$ cat config.mk
export PLATFORM = sky130hd
export DESIGN_NAME = traffic_light_sequencer_unit
export DESIGN_NICKNAME = d
export VERILOG_FILES = /design/src/rtl/tls_pkg.sv /design/src/rtl/tls_step.sv /design/src/rtl/traffic_light_sequencer_unit.sv
export SDC_FILE = /design/constraint.sdc
export NUM_CORES = 1
export LEC_CHECK = 0
export ABC_CLOCK_PERIOD_IN_PS = 3800
export BUFFER_PORTS_ARGS = -buffer_cell sky130_fd_sc_hd__buf_2
export CAP_MARGIN = 20
export CORE_ASPECT_RATIO = 1.25
export CORE_MARGIN = 1.5
export CORE_UTILIZATION = 55
export CTS_CLUSTER_DIAMETER = 200
export CTS_CLUSTER_SIZE = 24
export DETAILED_ROUTE_END_ITERATION = 6
export GPL_ROUTABILITY_DRIVEN = 1
export PLACE_DENSITY = 0.77
export RECOVER_POWER = 100
export SYNTH_ARGS = -nofsm -noshare
export SYNTH_HDL_FRONTEND = slang
export SYNTH_SLANG_ARGS = --single-unit
$ cat constraint.sdc
create_clock -name clk_i -period 3.8 [get_ports clk_i]
set_clock_uncertainty 0.2 [all_clocks]
set_input_delay 0.57 -clock clk_i [delete_from_list [all_inputs] [get_ports clk_i]]
set_output_delay 0.57 -clock clk_i [all_outputs]
set_load 0.005 [all_outputs]
$ cat src/rtl/tls_pkg.sv
// Shared types and constants for the traffic light sequencer.
package tls_pkg;

  // Width of every phase-length register and of the register index.
  localparam int CfgW    = 16;
  localparam int CfgIdxW = 2;

  // Default width of the per-phase tick counter.
  localparam int TICK_BITS_DEFAULT = 16;

  // Register indexes on the configuration port.
  localparam logic [CfgIdxW-1:0] REG_RED_TICKS    = 2'd0;
  localparam logic [CfgIdxW-1:0] REG_YELLOW_TICKS = 2'd1;
  localparam logic [CfgIdxW-1:0] REG_GREEN_TICKS  = 2'd2;

  // Phase lengths after reset, in ticks.
  localparam logic [CfgW-1:0] RED_TICKS_RESET    = 16'd2000;
  localparam logic [CfgW-1:0] YELLOW_TICKS_RESET = 16'd1000;
  localparam logic [CfgW-1:0] GREEN_TICKS_RESET  = 16'd2000;

  typedef enum logic [2:0] {
    PH_RED        = 3'd0,
    PH_RED_YELLOW = 3'd1,
    PH_YELLOW     = 3'd2,
    PH_GREEN      = 3'd3,
    PH_WARN       = 3'd4
  } phase_e;

  // One result word as it leaves the block.
  typedef struct packed {
    logic   red_lamp;
    logic   yellow_lamp;
    logic   green_lamp;
    phase_e phase;
    logic   awaiting_release;
  } result_t;

endpackage

$ cat src/rtl/tls_step.sv
// Next-state and lamp decoding logic for one tick of the traffic light sequencer.
module tls_step #(
  parameter int TickBits = tls_pkg::TICK_BITS_DEFAULT
) (
  input  tls_pkg::phase_e          phase_i,
  input  logic [TickBits-1:0]      elapsed_i,
  input  logic                     wait_i,
  input  logic                     button_i,
  input  logic [tls_pkg::CfgW-1:0] red_ticks_i,
  input  logic [tls_pkg::CfgW-1:0] yellow_ticks_i,
  input  logic [tls_pkg::CfgW-1:0] green_ticks_i,
  output tls_pkg::phase_e          phase_o,
  output logic [TickBits-1:0]      elapsed_o,
  output logic                     wait_o,
  output tls_pkg::result_t         result_o
);

  // Compare width covers both the counter and the length registers.
  localparam int CmpW = (TickBits > tls_pkg::CfgW) ? TickBits : tls_pkg::CfgW;

  logic [tls_pkg::CfgW-1:0] lim_raw;
  logic [CmpW-1:0]          lim_ext;
  logic [CmpW-1:0]          max_ext;
  logic [CmpW-1:0]          lim;
  logic [TickBits-1:0]      cnt;
  logic                     timeout;
  tls_pkg::phase_e          ph_timeout;
  tls_pkg::phase_e          ph_press;

  always_comb begin
    case (phase_i)
      tls_pkg::PH_GREEN:      lim_raw = green_ticks_i;
      tls_pkg::PH_RED_YELLOW,
      tls_pkg::PH_YELLOW,
      tls_pkg::PH_WARN:       lim_raw = yellow_ticks_i;
      default:                lim_raw = red_ticks_i;
    endcase
  end

  // A zero length acts as one tick; a length beyond the counter is clamped.
  always_comb begin
    lim_ext = CmpW'(lim_raw);
    max_ext = CmpW'({TickBits{1'b1}});
    if (lim_raw == '0) begin
      lim = CmpW'(1);
    end else if (lim_ext > max_ext) begin
      lim = max_ext;
    end else begin
      lim = lim_ext;
    end
  end

  assign cnt     = elapsed_i + TickBits'(1);
  assign timeout = (CmpW'(cnt) >= lim);

  always_comb begin
    case (phase_i)
      tls_pkg::PH_RED_YELLOW: ph_timeout = tls_pkg::PH_GREEN;
      tls_pkg::PH_YELLOW:     ph_timeout = tls_pkg::PH_GREEN;
      tls_pkg::PH_GREEN:      ph_timeout = tls_pkg::PH_RED;
      tls_pkg::PH_WARN:       ph_timeout = tls_pkg::PH_RED;
      default:                ph_timeout = tls_pkg::PH_YELLOW;
    endcase
  end

  always_comb begin
    case (phase_i)
      tls_pkg::PH_RED_YELLOW: ph_press = tls_pkg::PH_GREEN;
      tls_pkg::PH_YELLOW:     ph_press = tls_pkg::PH_GREEN;
      tls_pkg::PH_GREEN:      ph_press = tls_pkg::PH_WARN;
      tls_pkg::PH_WARN:       ph_press = tls_pkg::PH_RED;
      default:                ph_press = tls_pkg::PH_RED_YELLOW;
    endcase
  end

  always_comb begin
    phase_o   = phase_i;
    elapsed_o = elapsed_i;
    wait_o    = wait_i;
    if (wait_i) begin
      if (!button_i) begin
        wait_o    = 1'b0;
        phase_o   = ph_press;
        elapsed_o = '0;
      end
    end else if (button_i) begin
      wait_o = 1'b1;
    end else if (timeout) begin
      phase_o   = ph_timeout;
      elapsed_o = '0;
    end else begin
      elapsed_o = cnt;
    end
  end

  always_comb begin
    result_o.phase            = phase_o;
    result_o.awaiting_release = wait_o;
    result_o.red_lamp         = 1'b0;
    result_o.yellow_lamp      = 1'b0;
    result_o.green_lamp       = 1'b0;
    case (phase_o)
      tls_pkg::PH_RED_YELLOW: begin
        result_o.red_lamp    = 1'b1;
        result_o.yellow_lamp = 1'b1;
      end
      tls_pkg::PH_YELLOW,
      tls_pkg::PH_WARN:       result_o.yellow_lamp = 1'b1;
      tls_pkg::PH_GREEN:      result_o.green_lamp  = 1'b1;
      default:                result_o.red_lamp    = 1'b1;
    endcase
  end

endmodule

$ cat src/rtl/traffic_light_sequencer_unit.sv
// Top level of the traffic light sequencer with pedestrian button.
//
// Each input word is one millisecond tick carrying the sampled pedestrian
// button, and each tick produces exactly one result word with the lamp
// states, the phase code and the hold-for-release flag as they stand after
// that tick. The block walks red, yellow, green on timeouts; a press holds
// the lamps until the button is released and then jumps ahead (red goes to
// red plus yellow and on to green, green goes to warning yellow and on to
// red, any other phase just ends). The phase state is updated at the edge
// that accepts a tick, and the result is captured in the same edge into a
// single output register, so one word is taken every clock cycle while the
// receiver keeps up; a valid result appears in the cycle after acceptance.
// The input side stays ready while the output register is empty or is being
// drained in the same cycle; a result that waits for the receiver holds off
// the next tick for as long as it waits. The three phase lengths must be
// written through the configuration port only while the block is idle; the
// block itself does not enforce this. A zero length acts as one tick and
// lengths beyond the counter width are clamped to the largest count.
module traffic_light_sequencer_unit #(
  parameter int TICK_BITS = tls_pkg::TICK_BITS_DEFAULT
) (
  input  logic                        clk_i,
  input  logic                        rst_ni,
  // Configuration write port.
  input  logic                        cfg_we_i,
  input  logic [tls_pkg::CfgIdxW-1:0] cfg_idx_i,
  input  logic [tls_pkg::CfgW-1:0]    cfg_data_i,
  // Tick input channel.
  input  logic                        in_valid_i,
  output logic                        in_ready_o,
  input  logic                        button_i,
  // Result channel.
  output logic                        out_valid_o,
  input  logic                        out_ready_i,
  output logic                        red_lamp_o,
  output logic                        yellow_lamp_o,
  output logic                        green_lamp_o,
  output logic [2:0]                  phase_o,
  output logic                        awaiting_release_o
);

  // Phase length registers.
  logic [tls_pkg::CfgW-1:0] red_ticks_q;
  logic [tls_pkg::CfgW-1:0] yellow_ticks_q;
  logic [tls_pkg::CfgW-1:0] green_ticks_q;

  // Sequencer state.
  tls_pkg::phase_e      phase_q, phase_d;
  logic [TICK_BITS-1:0] elapsed_q, elapsed_d;
  logic                 wait_q, wait_d;

  // Output register.
  tls_pkg::result_t result_q, result_d;
  logic             out_valid_q;

  logic in_acc;

  // The output register can take a new word when it is empty or drains now.
  assign in_ready_o = !out_valid_q || out_ready_i;
  assign in_acc     = in_valid_i && in_ready_o;

  always_ff @(posedge clk_i or negedge rst_ni) begin
    if (!rst_ni) begin
      red_ticks_q    <= tls_pkg::RED_TICKS_RESET;
      yellow_ticks_q <= tls_pkg::YELLOW_TICKS_RESET;
      green_ticks_q  <= tls_pkg::GREEN_TICKS_RESET;
    end else if (cfg_we_i) begin
      case (cfg_idx_i)
        tls_pkg::REG_RED_TICKS:    red_ticks_q    <= cfg_data_i;
        tls_pkg::REG_YELLOW_TICKS: yellow_ticks_q <= cfg_data_i;
        tls_pkg::REG_GREEN_TICKS:  green_ticks_q  <= cfg_data_i;
        default: ;
      endcase
    end
  end

  tls_step #(
    .TickBits (TICK_BITS)
  ) u_step (
    .phase_i        (phase_q),
    .elapsed_i      (elapsed_q),
    .wait_i         (wait_q),
    .button_i       (button_i),
    .red_ticks_i    (red_ticks_q),
    .yellow_ticks_i (yellow_ticks_q),
    .green_ticks_i  (green_ticks_q),
    .phase_o        (phase_d),
    .elapsed_o      (elapsed_d),
    .wait_o         (wait_d),
    .result_o       (result_d)
  );

  // State advances only on an accepted tick.
  always_ff @(posedge clk_i or negedge rst_ni) begin
    if (!rst_ni) begin
      phase_q   <= tls_pkg::PH_RED;
      elapsed_q <= '0;
      wait_q    <= 1'b0;
    end else if (in_acc) begin
      phase_q   <= phase_d;
      elapsed_q <= elapsed_d;
      wait_q    <= wait_d;
    end
  end

  always_ff @(posedge clk_i or negedge rst_ni) begin
    if (!rst_ni) begin
      out_valid_q <= 1'b0;
    end else if (in_acc) begin
      out_valid_q <= 1'b1;
    end else if (out_ready_i) begin
      out_valid_q <= 1'b0;
    end
  end

  // The result payload needs no reset; it is qualified by out_valid_q.
  always_ff @(posedge clk_i) begin
    if (in_acc) begin
      result_q <= result_d;
    end
  end

  assign out_valid_o        = out_valid_q;
  assign red_lamp_o         = result_q.red_lamp;
  assign yellow_lamp_o      = result_q.yellow_lamp;
  assign green_lamp_o       = result_q.green_lamp;
  assign phase_o            = result_q.phase;
  assign awaiting_release_o = result_q.awaiting_release;

  // A pending result always describes the current sequencer state.
  a_result_matches_state: assert property (
    @(posedge clk_i) disable iff (!rst_ni)
    out_valid_q |-> (result_q.phase == phase_q && result_q.awaiting_release == wait_q)
  ) else $error("pending result does not match sequencer state");

  // A tick with the button still held during the release wait keeps the phase.
  a_hold_while_pressed: assert property (
    @(posedge clk_i) disable iff (!rst_ni)
    (in_acc && wait_q && button_i) |=> (wait_q && phase_q == $past(phase_q))
  ) else $error("phase changed while waiting for button release");

  // The release tick leaves the wait and restarts the tick count.
  a_release_restarts: assert property (
    @(posedge clk_i) disable iff (!rst_ni)
    (in_acc && wait_q && !button_i) |=> (!wait_q && elapsed_q == '0)
  ) else $error("button release did not restart the phase");

  // A press outside the wait freezes the count and holds the phase.
  a_press_freezes: assert property (
    @(posedge clk_i) disable iff (!rst_ni)
    (in_acc && !wait_q && button_i) |=>
      (wait_q && phase_q == $past(phase_q) && elapsed_q == $past(elapsed_q))
  ) else $error("press did not freeze the phase");

endmodule
; ---- Word level (Yosys, flattened, before mapping)
; Index checks and enable logic that the tools add are counted.
[classes]
addsub = 1
order_cmp = 2
n_eq_ne = 10
muxes = 19
bitwise = 1
reduce_logical = 15
[ops]
columns = cell, count
row1 = two-way mux 16 bit, 6
row2 = one-hot mux 16 bit (2 select lines), 1
row3 = adder 16 x 1 -> 16 bit (second input constant), 1
row4 = >= comparator 16 bit, 1
row5 = > comparator 16 bit (second input constant), 1
row6 = logical NOT 16 bit, 1
row7 = == test 3 x 2 -> 1 bit (second input constant), 4
row8 = two-way mux 3 bit, 4
row9 = one-hot mux 3 bit (3 select lines), 1
row10 = OR reduction 3 bit, 3
row11 = AND reduction 2 bit, 4
row12 = == test 3 x 1 -> 1 bit (second input constant), 2
row13 = == test 3 bit (second input constant), 2
row14 = two-way mux 1 bit, 6
row15 = one-hot mux 2 bit (2 select lines), 1
row16 = OR reduction 2 bit, 2
row17 = == test 2 x 1 -> 1 bit (second input constant), 1
row18 = == test 2 bit (second input constant), 1
row19 = logical NOT 2 bit, 1
row20 = nonzero test 2 bit, 1
row21 = logical AND 1 bit, 1
row22 = logical NOT 1 bit, 1
row23 = logical OR 1 bit, 1
row24 = NOT 1 bit, 1
[totals]
register_bits = 76
inputBits = 24
output_inout_bits = 9

; ---- Logic depth before layout (Yosys ltp)
; Gate-level depths: netlist of the first run.
[logic_depth]
word_depth = 13
ltp_mapped = 16

; ---- Cells and area by module
; A second synthesis of the first run with hierarchy kept.
[unflattened]
hier_cells = 453
hier_area_um2 = 4989.8
[by_module_without_submodules]
columns = mod, n_inst, cells_per_inst, area_per_inst_um2, seq_area_each_um2
row1 = traffic_light_sequencer_unit, 1, 156, 2829.0, 1959.4
row2 = tls_step, 1, 297, 2160.8, 0.0

; ---- Least setup slack after synthesis of the first run
; Ideal clock, no wire load.
[synth_path]
path_kind = reg2reg
start = register phase_q[0]
end = register result_q, in the netlist yellow_lamp_o, data pin
setup_time_ns = 0.269
t_arrival_ns = 3.473
slack_ns = -0.142
stages_incl_launch_ff = 17
synth_period_minus_slack_ns = 3.942
path_cell_list = dfrtp_1 buf_2 nor2_2 buf_2 mux2_2 mux2i_1 nand4_1 nor4_1 a211o_1 ha_1 nand2b_1 a2111oi_0 or4_4 nand4b_4 buf_6 a22oi_1 o22ai_1
[synth_rtl]
columns = item, line_no
row1 = start: declaration, traffic_light_sequencer_unit.sv:48  ; tls_pkg::phase_e phase_q, phase_d;
row2 = start signal: assignment, traffic_light_sequencer_unit.sv:96  ; phase_q <= tls_pkg::PH_RED;
row3 = start signal: assignment, traffic_light_sequencer_unit.sv:100  ; phase_q <= phase_d;
row4 = end signal: assignment, traffic_light_sequencer_unit.sv:119  ; result_q <= result_d;
row5 = end: declaration, traffic_light_sequencer_unit.sv:53  ; tls_pkg::result_t result_q, result_d;

; ---- Final worst setup path of the first run
[layout_path]
start = register phase_q[0]
end = register elapsed_q[0]
[layout_between]
elab_chain_cells = 10
word_cells_on_any_way = 14
cone_classes = order compare (2) / eq/ne (4) / mux (6) / reduce/logical (2)
[layout_rtl]
columns = item, line_no
row1 = "== test 3 x 1 -> 1 bit, or another cell as far along", tls_step.sv:31  ; case (phase_i)
row2 = OR reduction 3 bit, tls_step.sv:31
row3 = one-hot mux 16 bit (2 select lines) *, tls_step.sv:31
row4 = > comparator 16 bit, tls_step.sv:46  ; end else if (lim_ext > max_ext) begin
row5 = two-way mux 16 bit, tls_step.sv:46
row6 = two-way mux 16 bit *, tls_step.sv:44  ; if (lim_raw == '0) begin
row7 = >= comparator 16 bit *, tls_step.sv:54  ; assign timeout = (CmpW'(cnt) >= lim);
row8 = two-way mux 16 bit *, tls_step.sv:88  ; end else if (timeout) begin
row9 = two-way mux 16 bit *, tls_step.sv:86  ; end else if (button_i) begin
row10 = two-way mux 16 bit *, tls_step.sv:80  ; if (wait_i) begin
row11 = end signal: assignment, traffic_light_sequencer_unit.sv:101  ; elapsed_q <= elapsed_d;
row12 = end: declaration, traffic_light_sequencer_unit.sv:49  ; logic [TICK_BITS-1:0] elapsed_q, elapsed_d;
; Every way passes the cells marked *; elsewhere a longest branch is shown, timed or not. The select of a mux whose other input is x is not followed.
; A chain may end at the register's enable or synchronous reset.

==> results of run 1 <==
-- power groups by stage --
stage	clock (mW)	combinational, mW	sequential [mW]
after global placement	0	1.22	1.10
after CTS	0.637	1.33	1.09
after global routing	0.673	1.70	1.12
after detailed placement	0	1.26	1.11
after floorplan	0	0.840	1.07
final	0.628	1.60	1.10
-- kinds of logic after synthesis --
group | Yosys count
xor gates and xnor gates | 16
AOI/OAI and AO/OA | 57
and+or+nand+nor | 105
muxes | 127
DFF | 76
buffers and inverters | 29
adders and majority gates | 17
-- area by class of cell --
type                    count  area share, %
clock buffers              10           2.35
clock inverters             6           1.07
inverters                   5          0.321
multi-input cells         323           49.5
flip-flops and latches     76           33.5
well taps                  97           2.08
repair buffers             87           11.1
-- synth_stat cells, types with 2 or more instances --
library cell / instances
and2_1: 3
dfrtp_1: 51
clkbuf_1: 11
xor2_1: 7
mux2_2: 65
a211oi_1: 3
buf_1: 2
a21oi_1: 6
and3_1: 4
a211o_1: 2
nor4_1: 4
nor2_1: 17
o22ai_1: 2
nand4_1: 7
nand3b_1: 2
buf_2: 9
nor3b_1: 2
nand2_1: 28
dfstp_2: 18
buf_6: 2
o21bai_1: 2
nor2b_1: 4
ha_1: 17
nor3_1: 10
nand2b_1: 7
edfxtp_1: 7
o21ai_0: 18
a22o_1: 7
inv_1: 5
o22a_1: 2
a31oi_1: 2
a21o_1: 2
nand3_1: 10
and4_1: 2
xnor2_1: 9
o21a_1: 2
mux2i_1: 62
-- sequential cells by signal (all words and copies together), names as in the netlist --
register,count
yellow_ticks_q,16
red_lamp_o,1
red_ticks_q,16
yellow_lamp_o,1
phase_o,3
phase_q,3
green_ticks_q,16
wait_q,1
out_valid_o,1
green_lamp_o,1
elapsed_q,16
awaiting_release_o,1
-- worst max-delay path by stage --
stage          startpoint             to  slack, ns  depth (start not counted)
5_1_grt        phase_q[0]  yellow_lamp_o      -0.24                         14
6_report       phase_q[0]   elapsed_q[0]      -0.06                         15
4_1_cts        phase_q[0]     phase_o[1]       0.01                         14
2_1_floorplan  phase_q[0]  yellow_lamp_o       0.02                         16
3_3_place_gp   phase_q[0]     phase_o[1]     -0.008                         14
3_5_place_dp   phase_q[0]  elapsed_q[14]      -0.11                         15
-- worst max-delay path, cell delays in order, from the launching register on --
cell       delay [ns]
dfrtp_1          0.41
buf_4            0.14
buf_6            0.29
mux2i_1          0.35
mux2i_2          0.14
nand4_1          0.13
nor4_2           0.05
a211o_1          0.23
ha_1             0.29
nand2b_4         0.13
a2111oi_4        0.06
or4_4            0.61
nand4b_4         0.18
nor2_1           0.06
buf_4            0.19
mux2_2           0.26
-- repair_timing --
action | CTS | global route
endpoints found under the hold margin | 0 | 13
pin swaps | 4 | 14
resized for setup | 12 | 41
hold buffers | 0 | 1
setup endpoints to repair | 16 | 24
cloned | 1 | 2
setup buffers | 0 | 8
-- through the flow --
stage	utilization [%]	worst slack, ns	setup TNS (ns)
after global placement	63.8	-0.00842	-0.00842
after detailed placement	63.8	-0.111	-0.535
after CTS	67.0	0.0107	0
after global routing	70.6	-0.237	-3.73
final	70.6	-0.0637	-0.247
after floorplan	-	0.0161	0
-- per-layer routing --
metal	global-route usage, %	vias up	wire (um)
met1	30.1	1864	4690
li1	-	1741	-
met4	6.57	0	224
met2	41.7	95	5990
met3	4.77	21	399
met5	0	-	0
==> flow_summary.json, run 1 <==
{
  "synth_xor_area_share_pct": 2.96,
  "buffer_ports.inserted": 32,
  "fin_ws_ns": -0.0637,
  "wl_um": 11300,
  "antenna_found_initial": 0,
  "cts.sinks": 76,
  "hold_viol_final": 0,
  "yosysWarnings": 0,
  "ff2ff_path_depth": 15,
  "status": "finished with violations",
  "syn_area_per_cell_um2": 11.1,
  "synthMuxAreaShare_pct": 28.6,
  "layout_commonest_cell": "mux2_2",
  "max-vdd-ir-drop_mv": 0.447,
  "ys_async_sr_fraction_pct": 90.8,
  "power_mw": 3.32,
  "dr.first_iter.drc_count": 211,
  "synth_top_area_share_pct": 26.9,
  "fp.dieW_um": 86.0,
  "die-area_um2": 9180,
  "syn_nets": 468,
  "grt_max_degree": 50,
  "cp.required_ns": 3.83,
  "internal_power_mw": 2.18,
  "final_cells": 604,
  "powerDensity_nw_per_um2": 568,
  "synth_area_um2": 4740,
  "placed_area_um2": 5290,
  "grt_pass1_vias": 3647,
  "clockBufferDepth": 2,
  "wl_per_cell_um": 18.7,
  "max-slew-margin-rel_pct": -18.2,
  "clock.fmax_mhz": 259,
  "tightest_slew_ns": 1.77,
  "min_to": "out_valid_o",
  "worstSetupEndpointType": "flop",
  "yosys.area_share.simple_pct": 11.7,
  "root_buffer": "clkbuf_8",
  "die-height_um": 107,
  "grt_pass1_wl_um": 17500,
  "worstHoldStart": "in_valid_i",
  "critPathLaunchType": "flop",
  "setup_viol": 11,
  "violations": "capacitance limit, slew limit, setup timing",
  "num_vias": 3721,
  "cts.htree.levels": 3,
  "final_cell_mix": "mux2_2 (58), dfrtp_1 (50), mux2i_1 (47)",
  "synthCells": 427,
  "area_delta_synth_final_pct": 23.5,
  "cts_tree": "built",
  "cap_violations": 1,
  "multi_input_area_um2": 2900,
  "whs_ns": 0.241,
  "yosys-top-cells-area": "dfrtp_1 (27%), mux2_2 (15%), mux2i_1 (13%), dfstp_2 (10%), ha_1 (4.5%)",
  "yosysTopAreaCell": "dfrtp_1",
  "switching_power_mw": 1.14,
  "rr_startpoint": "phase_q[0]",
  "cts_buffers": 9,
  "fill_cells": 576,
  "period_share_pct": 102,
  "drive_above_1_share_pct": 42.4,
  "hold_depth": 2,
  "synth-seq-area-share_pct": 41.4,
  "final_area_um2": 5850,
  "first_pass_iters": 7,
  "n_antenna_cell": 0,
  "core_um2": 8290,
  "synth-seq-cells": 76,
  "grt-ovfl-total": 0,
  "synth_top_family_by_area": "multiplexers",
  "synthFlopType": "dfrtp_1",
  "routabilityCongestion": 0.869,
  "clk_pin_slew_ns": 0.09,
  "drc": 0,
  "p_sw_share_pct": 34.4,
  "synth_fa_ha_area_share_pct": 4.49,
  "crit_fanout": 33,
  "reg2reg_to": "elapsed_q[0]",
  "rows": 37,
  "start_util_pct": 57.1,
  "io_pins": 33,
  "path_class": "reg -> reg",
  "insertion_delay_ns": 0.35,
  "synth_compound_area_share_pct": 8.06,
  "fin_crit_ns": 3.86,
  "seqPwrFrac_pct": 33.1,
  "drt-vias-per-instance": 6.16,
  "antenna_left": 0,
  "hp-class": "in -> reg",
  "dp_hpwl_um": 7230,
  "cellLeakagePower_nw": 2.63,
  "seq_area_um2": 1960,
  "maxSlewViolCount": 33,
  "rrSetupSlack_ns": -0.06,
  "crit_arrival_ns": 3.90,
  "dp.cells": 575,
  "fin_nets": 543,
  "rsz0062_at_grt": "yes",
  "clockPowerShare_pct": 18.9,
  "p_comb_share_pct": 48.0,
  "track_usage_pct": 23.9,
  "synth_edf_count": 7,
  "synth_cell_types": 51
}
Power figures use the tool's default switching activity.
==> run 2: changes to the inputs <==
--- a/config.mk
+++ b/config.mk
@@ -12,3 +12,3 @@
 export CORE_MARGIN = 1.5
-export CORE_UTILIZATION = 55
+export CORE_UTILIZATION = 30
 export CTS_CLUSTER_DIAMETER = 200
@@ -17,3 +17,3 @@
 export GPL_ROUTABILITY_DRIVEN = 1
-export PLACE_DENSITY = 0.77
+export MAX_ROUTING_LAYER = met4
 export RECOVER_POWER = 100
--- a/constraint.sdc
+++ b/constraint.sdc
@@ -4,2 +4,2 @@
 set_output_delay 0.57 -clock clk_i [all_outputs]
-set_load 0.005 [all_outputs]
+set_load 0.05 [all_outputs]
==> run 2 against run 1 <==
  * The flow finishes with violations (capacitance limit, slew limit)
  * Combinational power hardly changed
  * Core utilization is 31 points lower
  * Non-clock buffer count is 2 lower
  * Routed wire length is 3.4% lower
  * Via count is 3.4% lower
  * Fmax is 1.9% higher
  * First-iteration DRC count is 41% lower
  * Sequential power hardly changed
  * Hold slack better by 0.016 ns
  * Count of clock-buffer cells in the layout stayed put
  * Die area is 80% higher
  * Critical path depth stayed put
  * Largest cell class unchanged
==> flow_summary.json, run 2 (synthesized netlist as in run 1, its figures left out) <==
{
  "maxSlewViolCount": 62,
  "layout_commonest_cell": "mux2_2",
  "antenna_left": 0,
  "drc": 0,
  "dp_hpwl_um": 7570,
  "fin_crit_ns": 3.79,
  "rsz0062_at_grt": "yes",
  "wl_um": 10900,
  "grt-ovfl-total": 0,
  "tightest_slew_ns": 1.59,
  "final_cell_mix": "mux2_2 (58), dfrtp_1 (50), mux2i_1 (49)",
  "grt_pass1_vias": 3655,
  "violations": "capacitance limit, slew limit",
  "core_um2": 15500,
  "rows": 51,
  "worstHoldStart": "in_valid_i",
  "powerDensity_nw_per_um2": 607,
  "cts.sinks": 76,
  "rrSetupSlack_ns": 0.007,
  "rr_startpoint": "phase_q[0]",
  "cellLeakagePower_nw": 2.65,
  "whs_ns": 0.257,
  "cp.required_ns": 3.67,
  "dr.first_iter.drc_count": 124,
  "first_pass_iters": 4,
  "start_util_pct": 30.5,
  "root_buffer": "clkbuf_16",
  "n_antenna_cell": 0,
  "fill_cells": 1485,
  "wl_per_cell_um": 15.2,
  "cap_violations": 2,
  "cts_tree": "built",
  "antenna_found_initial": 0,
  "crit_fanout": 6,
  "status": "finished with violations",
  "fp.dieW_um": 115,
  "drive_above_1_share_pct": 39.6,
  "area_delta_synth_final_pct": 28.7,
  "cp-startpoint": "phase_q[0]",
  "crit_arrival_ns": 3.66,
  "clk_pin_slew_ns": 0.06,
  "period_share_pct": 99.8,
  "max-slew-margin-rel_pct": -6.22,
  "setup_viol": 0,
  "die-area_um2": 16600,
  "insertion_delay_ns": 0.34,
  "path_class": "reg -> reg",
  "clock.fmax_mhz": 264,
  "fin_nets": 541,
  "cts.htree.levels": 3,
  "final_cells": 717,
  "track_usage_pct": 14.3,
  "buffer_ports.inserted": 32,
  "max-vdd-ir-drop_mv": 0.259,
  "clockBufferDepth": 2,
  "hp-class": "in -> reg",
  "io_pins": 33,
  "grt_pass1_wl_um": 18100,
  "critPathLaunchType": "flop",
  "drt-vias-per-instance": 5.01,
  "grt_max_degree": 36,
  "worstSetupEndpointType": "flop",
  "routabilityCongestion": 0.897,
  "hold_viol_final": 0,
  "die-height_um": 143,
  "cts_buffers": 9,
  "num_vias": 3594,
  "dp.cells": 692
}
-- run 2: cell types whose count changed in the layout (fill, tap and decap cells not counted), moves of 2 or more --
cell | previous run | this run
buf_4 | 40 | 38
clkbuf_1 | 8 | 16
o21ai_0 | 14 | 18
clkbuf_16 | 1 | 10
bufinv_16 | 1 | 3
nor2_1 | 17 | 15
mux2i_1 | 47 | 49
clkbuf_8 | 10 | 1
buf_2 | 28 | 19
o21ai_1 | 4 | 1
-- run 2: layer usage --
metal	global-route usage (%)	vias up	routed length, um
li1	-	1727	-
met1	16.9	1806	4790
met2	24.4	46	5640
met3	2.74	15	305
met4	4.74	0	180
met5	-	-	0
-- run 2: cell type report --
type / instances / area (um^2) / share of cell area, %
clock buffer: 10 / 239 / 3.92
clock inverter: 6 / 110 / 1.81
inverter: 5 / 18.8 / 0.308
sequential: 76 / 1960 / 32.2
tap: 212 / 265 / 4.35
multi-input combinational: 323 / 2850 / 46.7
timing repair buffer: 85 / 657 / 10.8
-- run 2: path summary, 6_finish.rpt --
check | endpoint | cells past startpoint
min | out_valid_o | 2
max | yellow_lamp_o | 15
max in group asynchronous | phase_q[1] | 3
max reg2reg | yellow_lamp_o | 15
min reg2reg | green_ticks_q[0] | 1
min in group asynchronous | elapsed_q[6] | 2
-- run 2: critical path: stages, from the launching register on --
cell       delay (ns)
dfrtp_1          0.42
nor2_4           0.16
buf_12           0.13
buf_16           0.12
mux2_2           0.34
mux2i_2          0.20
nand4_1          0.15
nor4_2           0.23
a211o_1          0.13
ha_1             0.22
nand2b_4         0.15
a2111oi_4        0.34
or4_4            0.23
nand4b_2         0.17
a22oi_1          0.24
o22ai_1          0.10
-- run 2: power breakdown --
group,switching (mW),internal [mW],total [mW],leakage [nW]
logic,0.717,0.886,1.60,1.58
registers,0.109,0.986,1.09,0.891
clock network,0.346,0.660,1.01,0.173
total,1.17,2.53,3.70,2.65
-- run 2: per-stage QoR --
step	total power [mW]	TNS [ns]	setup slack, ns	util, %	cell area [um^2]
floorplan	1.95	0	0.0161	-	4750
global placement	2.38	-0.212	-0.0565	35.2	5460
detailed placement	2.42	-1.91	-0.169	35.2	5460
CTS	3.63	0	0.00209	38.7	5990
global route	3.91	-2.25	-0.170	39.3	6100
finish	3.70	0	0.00737	39.3	6100
-- run 2: timing repair --
| action | in CTS | in global routing |
|---|---|---|
| setup endpoints to repair | 24 | 24 |
| buffers inserted | 2 | 3 |
| hold buffers | 1 | 0 |
| gates resized for setup | 21 | 21 |
| hold endpoints to repair | 9 | 0 |
| pin swaps | 11 | 14 |
| gates cloned | 2 | 1 |
==> run 3: changes to the inputs <==
ABC_CLOCK_PERIOD_IN_PS = 4050   (was 3800)
clock period = 4.05 ns   (was 3.8 ns; I/O delays follow)
==> run 3 against run 2 <==
  * The run still ends with capacitance limit, slew limit left
  * Clock power fell by 6%
  * Via count fell by 4.1%
  * Power fell by 16%
  * First-iteration DRC count rose by 37%
  * Fmax fell by 2.9%
  * Die area did not move
  * Combinational power fell by 29%
  * Sequential cell count did not move
  * Sequential power fell by 6%
  * Sequential share of layout area rose by 2.2 points
  * Core utilization fell by 2.5 points
==> flow_summary.json, run 3 (synthesized netlist as in run 1, its figures left out) <==
{
  "tightest_slew_ns": 1.73,
  "drive_above_1_share_pct": 35.0,
  "clock.fmax_mhz": 256,
  "fp.dieW_um": 115,
  "critPathBufInv": 2,
  "grt_max_degree": 70,
  "clk_pin_slew_ns": 0.06,
  "fin_nets": 516,
  "area_delta_synth_final_pct": 20.7,
  "antenna_found_initial": 0,
  "crit_arrival_ns": 3.79,
  "cp_top_family": "simple AND/OR/NAND/NOR gates",
  "num_vias": 3446,
  "final_cell_mix": "mux2_2 (65), mux2i_1 (59), dfrtp_1 (48)",
  "pre_cts_slack_ns": -0.0988,
  "cap_violations": 1,
  "wl_um": 10400,
  "die-area_um2": 16600,
  "die-height_um": 143,
  "clockPowerShare_pct": 30.4,
  "hp-class": "in -> reg",
  "routabilityCongestion": 0.829,
  "cts_hold_buf": 0,
  "clockBufferDepth": 2,
  "dp_hpwl_um": 7360,
  "insertion_delay_ns": 0.34,
  "worstSetupEndpointType": "flop",
  "multi_input_area_um2": 2730,
  "path_class": "reg -> reg",
  "switching_power_mw": 0.983,
  "fin_ws_ns": 0.145,
  "violations": "capacitance limit, slew limit",
  "track_usage_pct": 13.6,
  "status": "finished with violations",
  "drc": 0,
  "whs_ns": 0.284,
  "powerDensity_nw_per_um2": 547,
  "critPathLaunchType": "flop",
  "grt_pass1_wl_um": 16900,
  "n_antenna_cell": 0,
  "io_pins": 33,
  "seq_area_um2": 1960,
  "core_um2": 15500,
  "internal_power_mw": 2.15,
  "met3_wirelength_um": 395,
  "cts.sinks": 76,
  "grt_pass1_vias": 3438,
  "drt-vias-per-instance": 4.98,
  "p_sw_share_pct": 31.4,
  "slowest_stage": "or4_4",
  "p_comb_share_pct": 36.5,
  "rows": 51,
  "cp_slowest_stage_delay_ns": 0.61,
  "met1Wirelength_um": 4600,
  "cts_tree": "built",
  "seqPwrFrac_pct": 33.0,
  "cellLeakagePower_nw": 2.45,
  "antenna_left": 0,
  "cp.required_ns": 3.94,
  "rsz0062_at_grt": "yes",
  "root_buffer": "clkbuf_16",
  "cts.htree.levels": 3,
  "max-slew-margin-rel_pct": -15.2,
  "setup_viol": 0,
  "path_cells": "buf_4 > mux2i_1 > mux2i_1 > buf_4 > ha_1 > nand4_1 > or3_1 > or4_4 > a31oi_2 > nor2_1 > o22a_1",
  "maxSlewViolCount": 70,
  "crit_fanout": 33,
  "start_util_pct": 30.5,
  "grt-ovfl-total": 0,
  "final_cells": 692,
  "first_pass_iters": 4,
  "period_share_pct": 96.4,
  "fill_cells": 1522,
  "dr.first_iter.drc_count": 170,
  "cts_buffers": 9,
  "dp.cells": 673,
  "layout_commonest_cell": "mux2_2",
  "max-vdd-ir-drop_mv": 0.293,
  "buffer_ports.inserted": 32,
  "met2_wirelength_um": 5280,
  "top_layer": "met4",
  "fin_crit_ns": 3.91,
  "hold_viol_final": 0,
  "wl_per_cell_um": 15.1
}
run 3: cell types whose count changed in the layout (fill, tap and decap cells not counted), sizes merged:
cell         delta
buf            -21
clkbuf          -2
dlygate4sd3     -1
inv             -1
run 3: what timing repair did:
action | 4_1_cts | 5_1_grt
endpoints found under the setup margin | 9 | 23
resized for setup | 2 | 18
gates cloned | 0 | 1
buffers inserted | 0 | 2
pin swaps | 0 | 2
run 3: worst reg2reg max path, stage by stage (launching register included):
cell     delay (ns)
dfrtp_1        0.39
buf_4          0.42
mux2i_1        0.24
mux2i_1        0.13
buf_4          0.17
ha_1           0.30
nand4_1        0.15
or3_1          0.43
or4_4          0.61
a31oi_2        0.29
nor2_1         0.10
o22a_1         0.23
run 3: metal layers:
| metal | GRT usage [%] | up-vias |
|---|---|---|
| met1 | 16.2 | 1698 |
| met4 | 4.87 | 0 |
| met2 | 22.6 | 70 |
| met3 | 2.70 | 12 |
| li1 | - | 1666 |
| met5 | - | - |
run 3: worst paths after layout:
path                              startpoint                 to  slack, ns  cells past startpoint
max                               phase_q[0]         phase_o[1]       0.14                     11
min                               in_valid_i        out_valid_o       0.28                      2
max reg2reg                       phase_q[0]         phase_o[1]       0.14                     11
min reg2reg                green_ticks_q[13]  green_ticks_q[13]       0.31                      1
max in group asynchronous             rst_ni         phase_q[1]       1.89                      2
min in group asynchronous             rst_ni       elapsed_q[2]       0.59                      2
run 3: cell type report:
type / count / area share [%]
sequential: 76 / 34.3
inverter: 5 / 0.328
timing repair buffer: 60 / 6.68
clock buffer: 11 / 4.42
clock inverter: 5 / 1.88
multi-input combinational: 323 / 47.7
tap: 212 / 4.64
run 3: power groups by stage:
stage	registers (mW)	clock network [mW]	logic [mW]
6_report	1.03	0.953	1.14
5_1_grt	1.05	1.01	1.26
4_1_cts	1.03	0.978	1.13
3_5_place_dp	1.04	0	1.11
3_3_place_gp	1.04	0	1.09
2_1_floorplan	1.04	0	0.784
run 3: per-stage QoR:
step                      instance area (um^2)  power (mW)  setup TNS (ns)  util (%)
after floorplan                           4740        1.82               0         -
after global placement                    5270        2.13               0      34.0
after detailed placement                  5270        2.16          -0.646      34.0
after CTS                                 5640        3.13               0      36.3
after global routing                      5720        3.31         -0.0411      36.9
final                                     5720        3.13               0      36.9
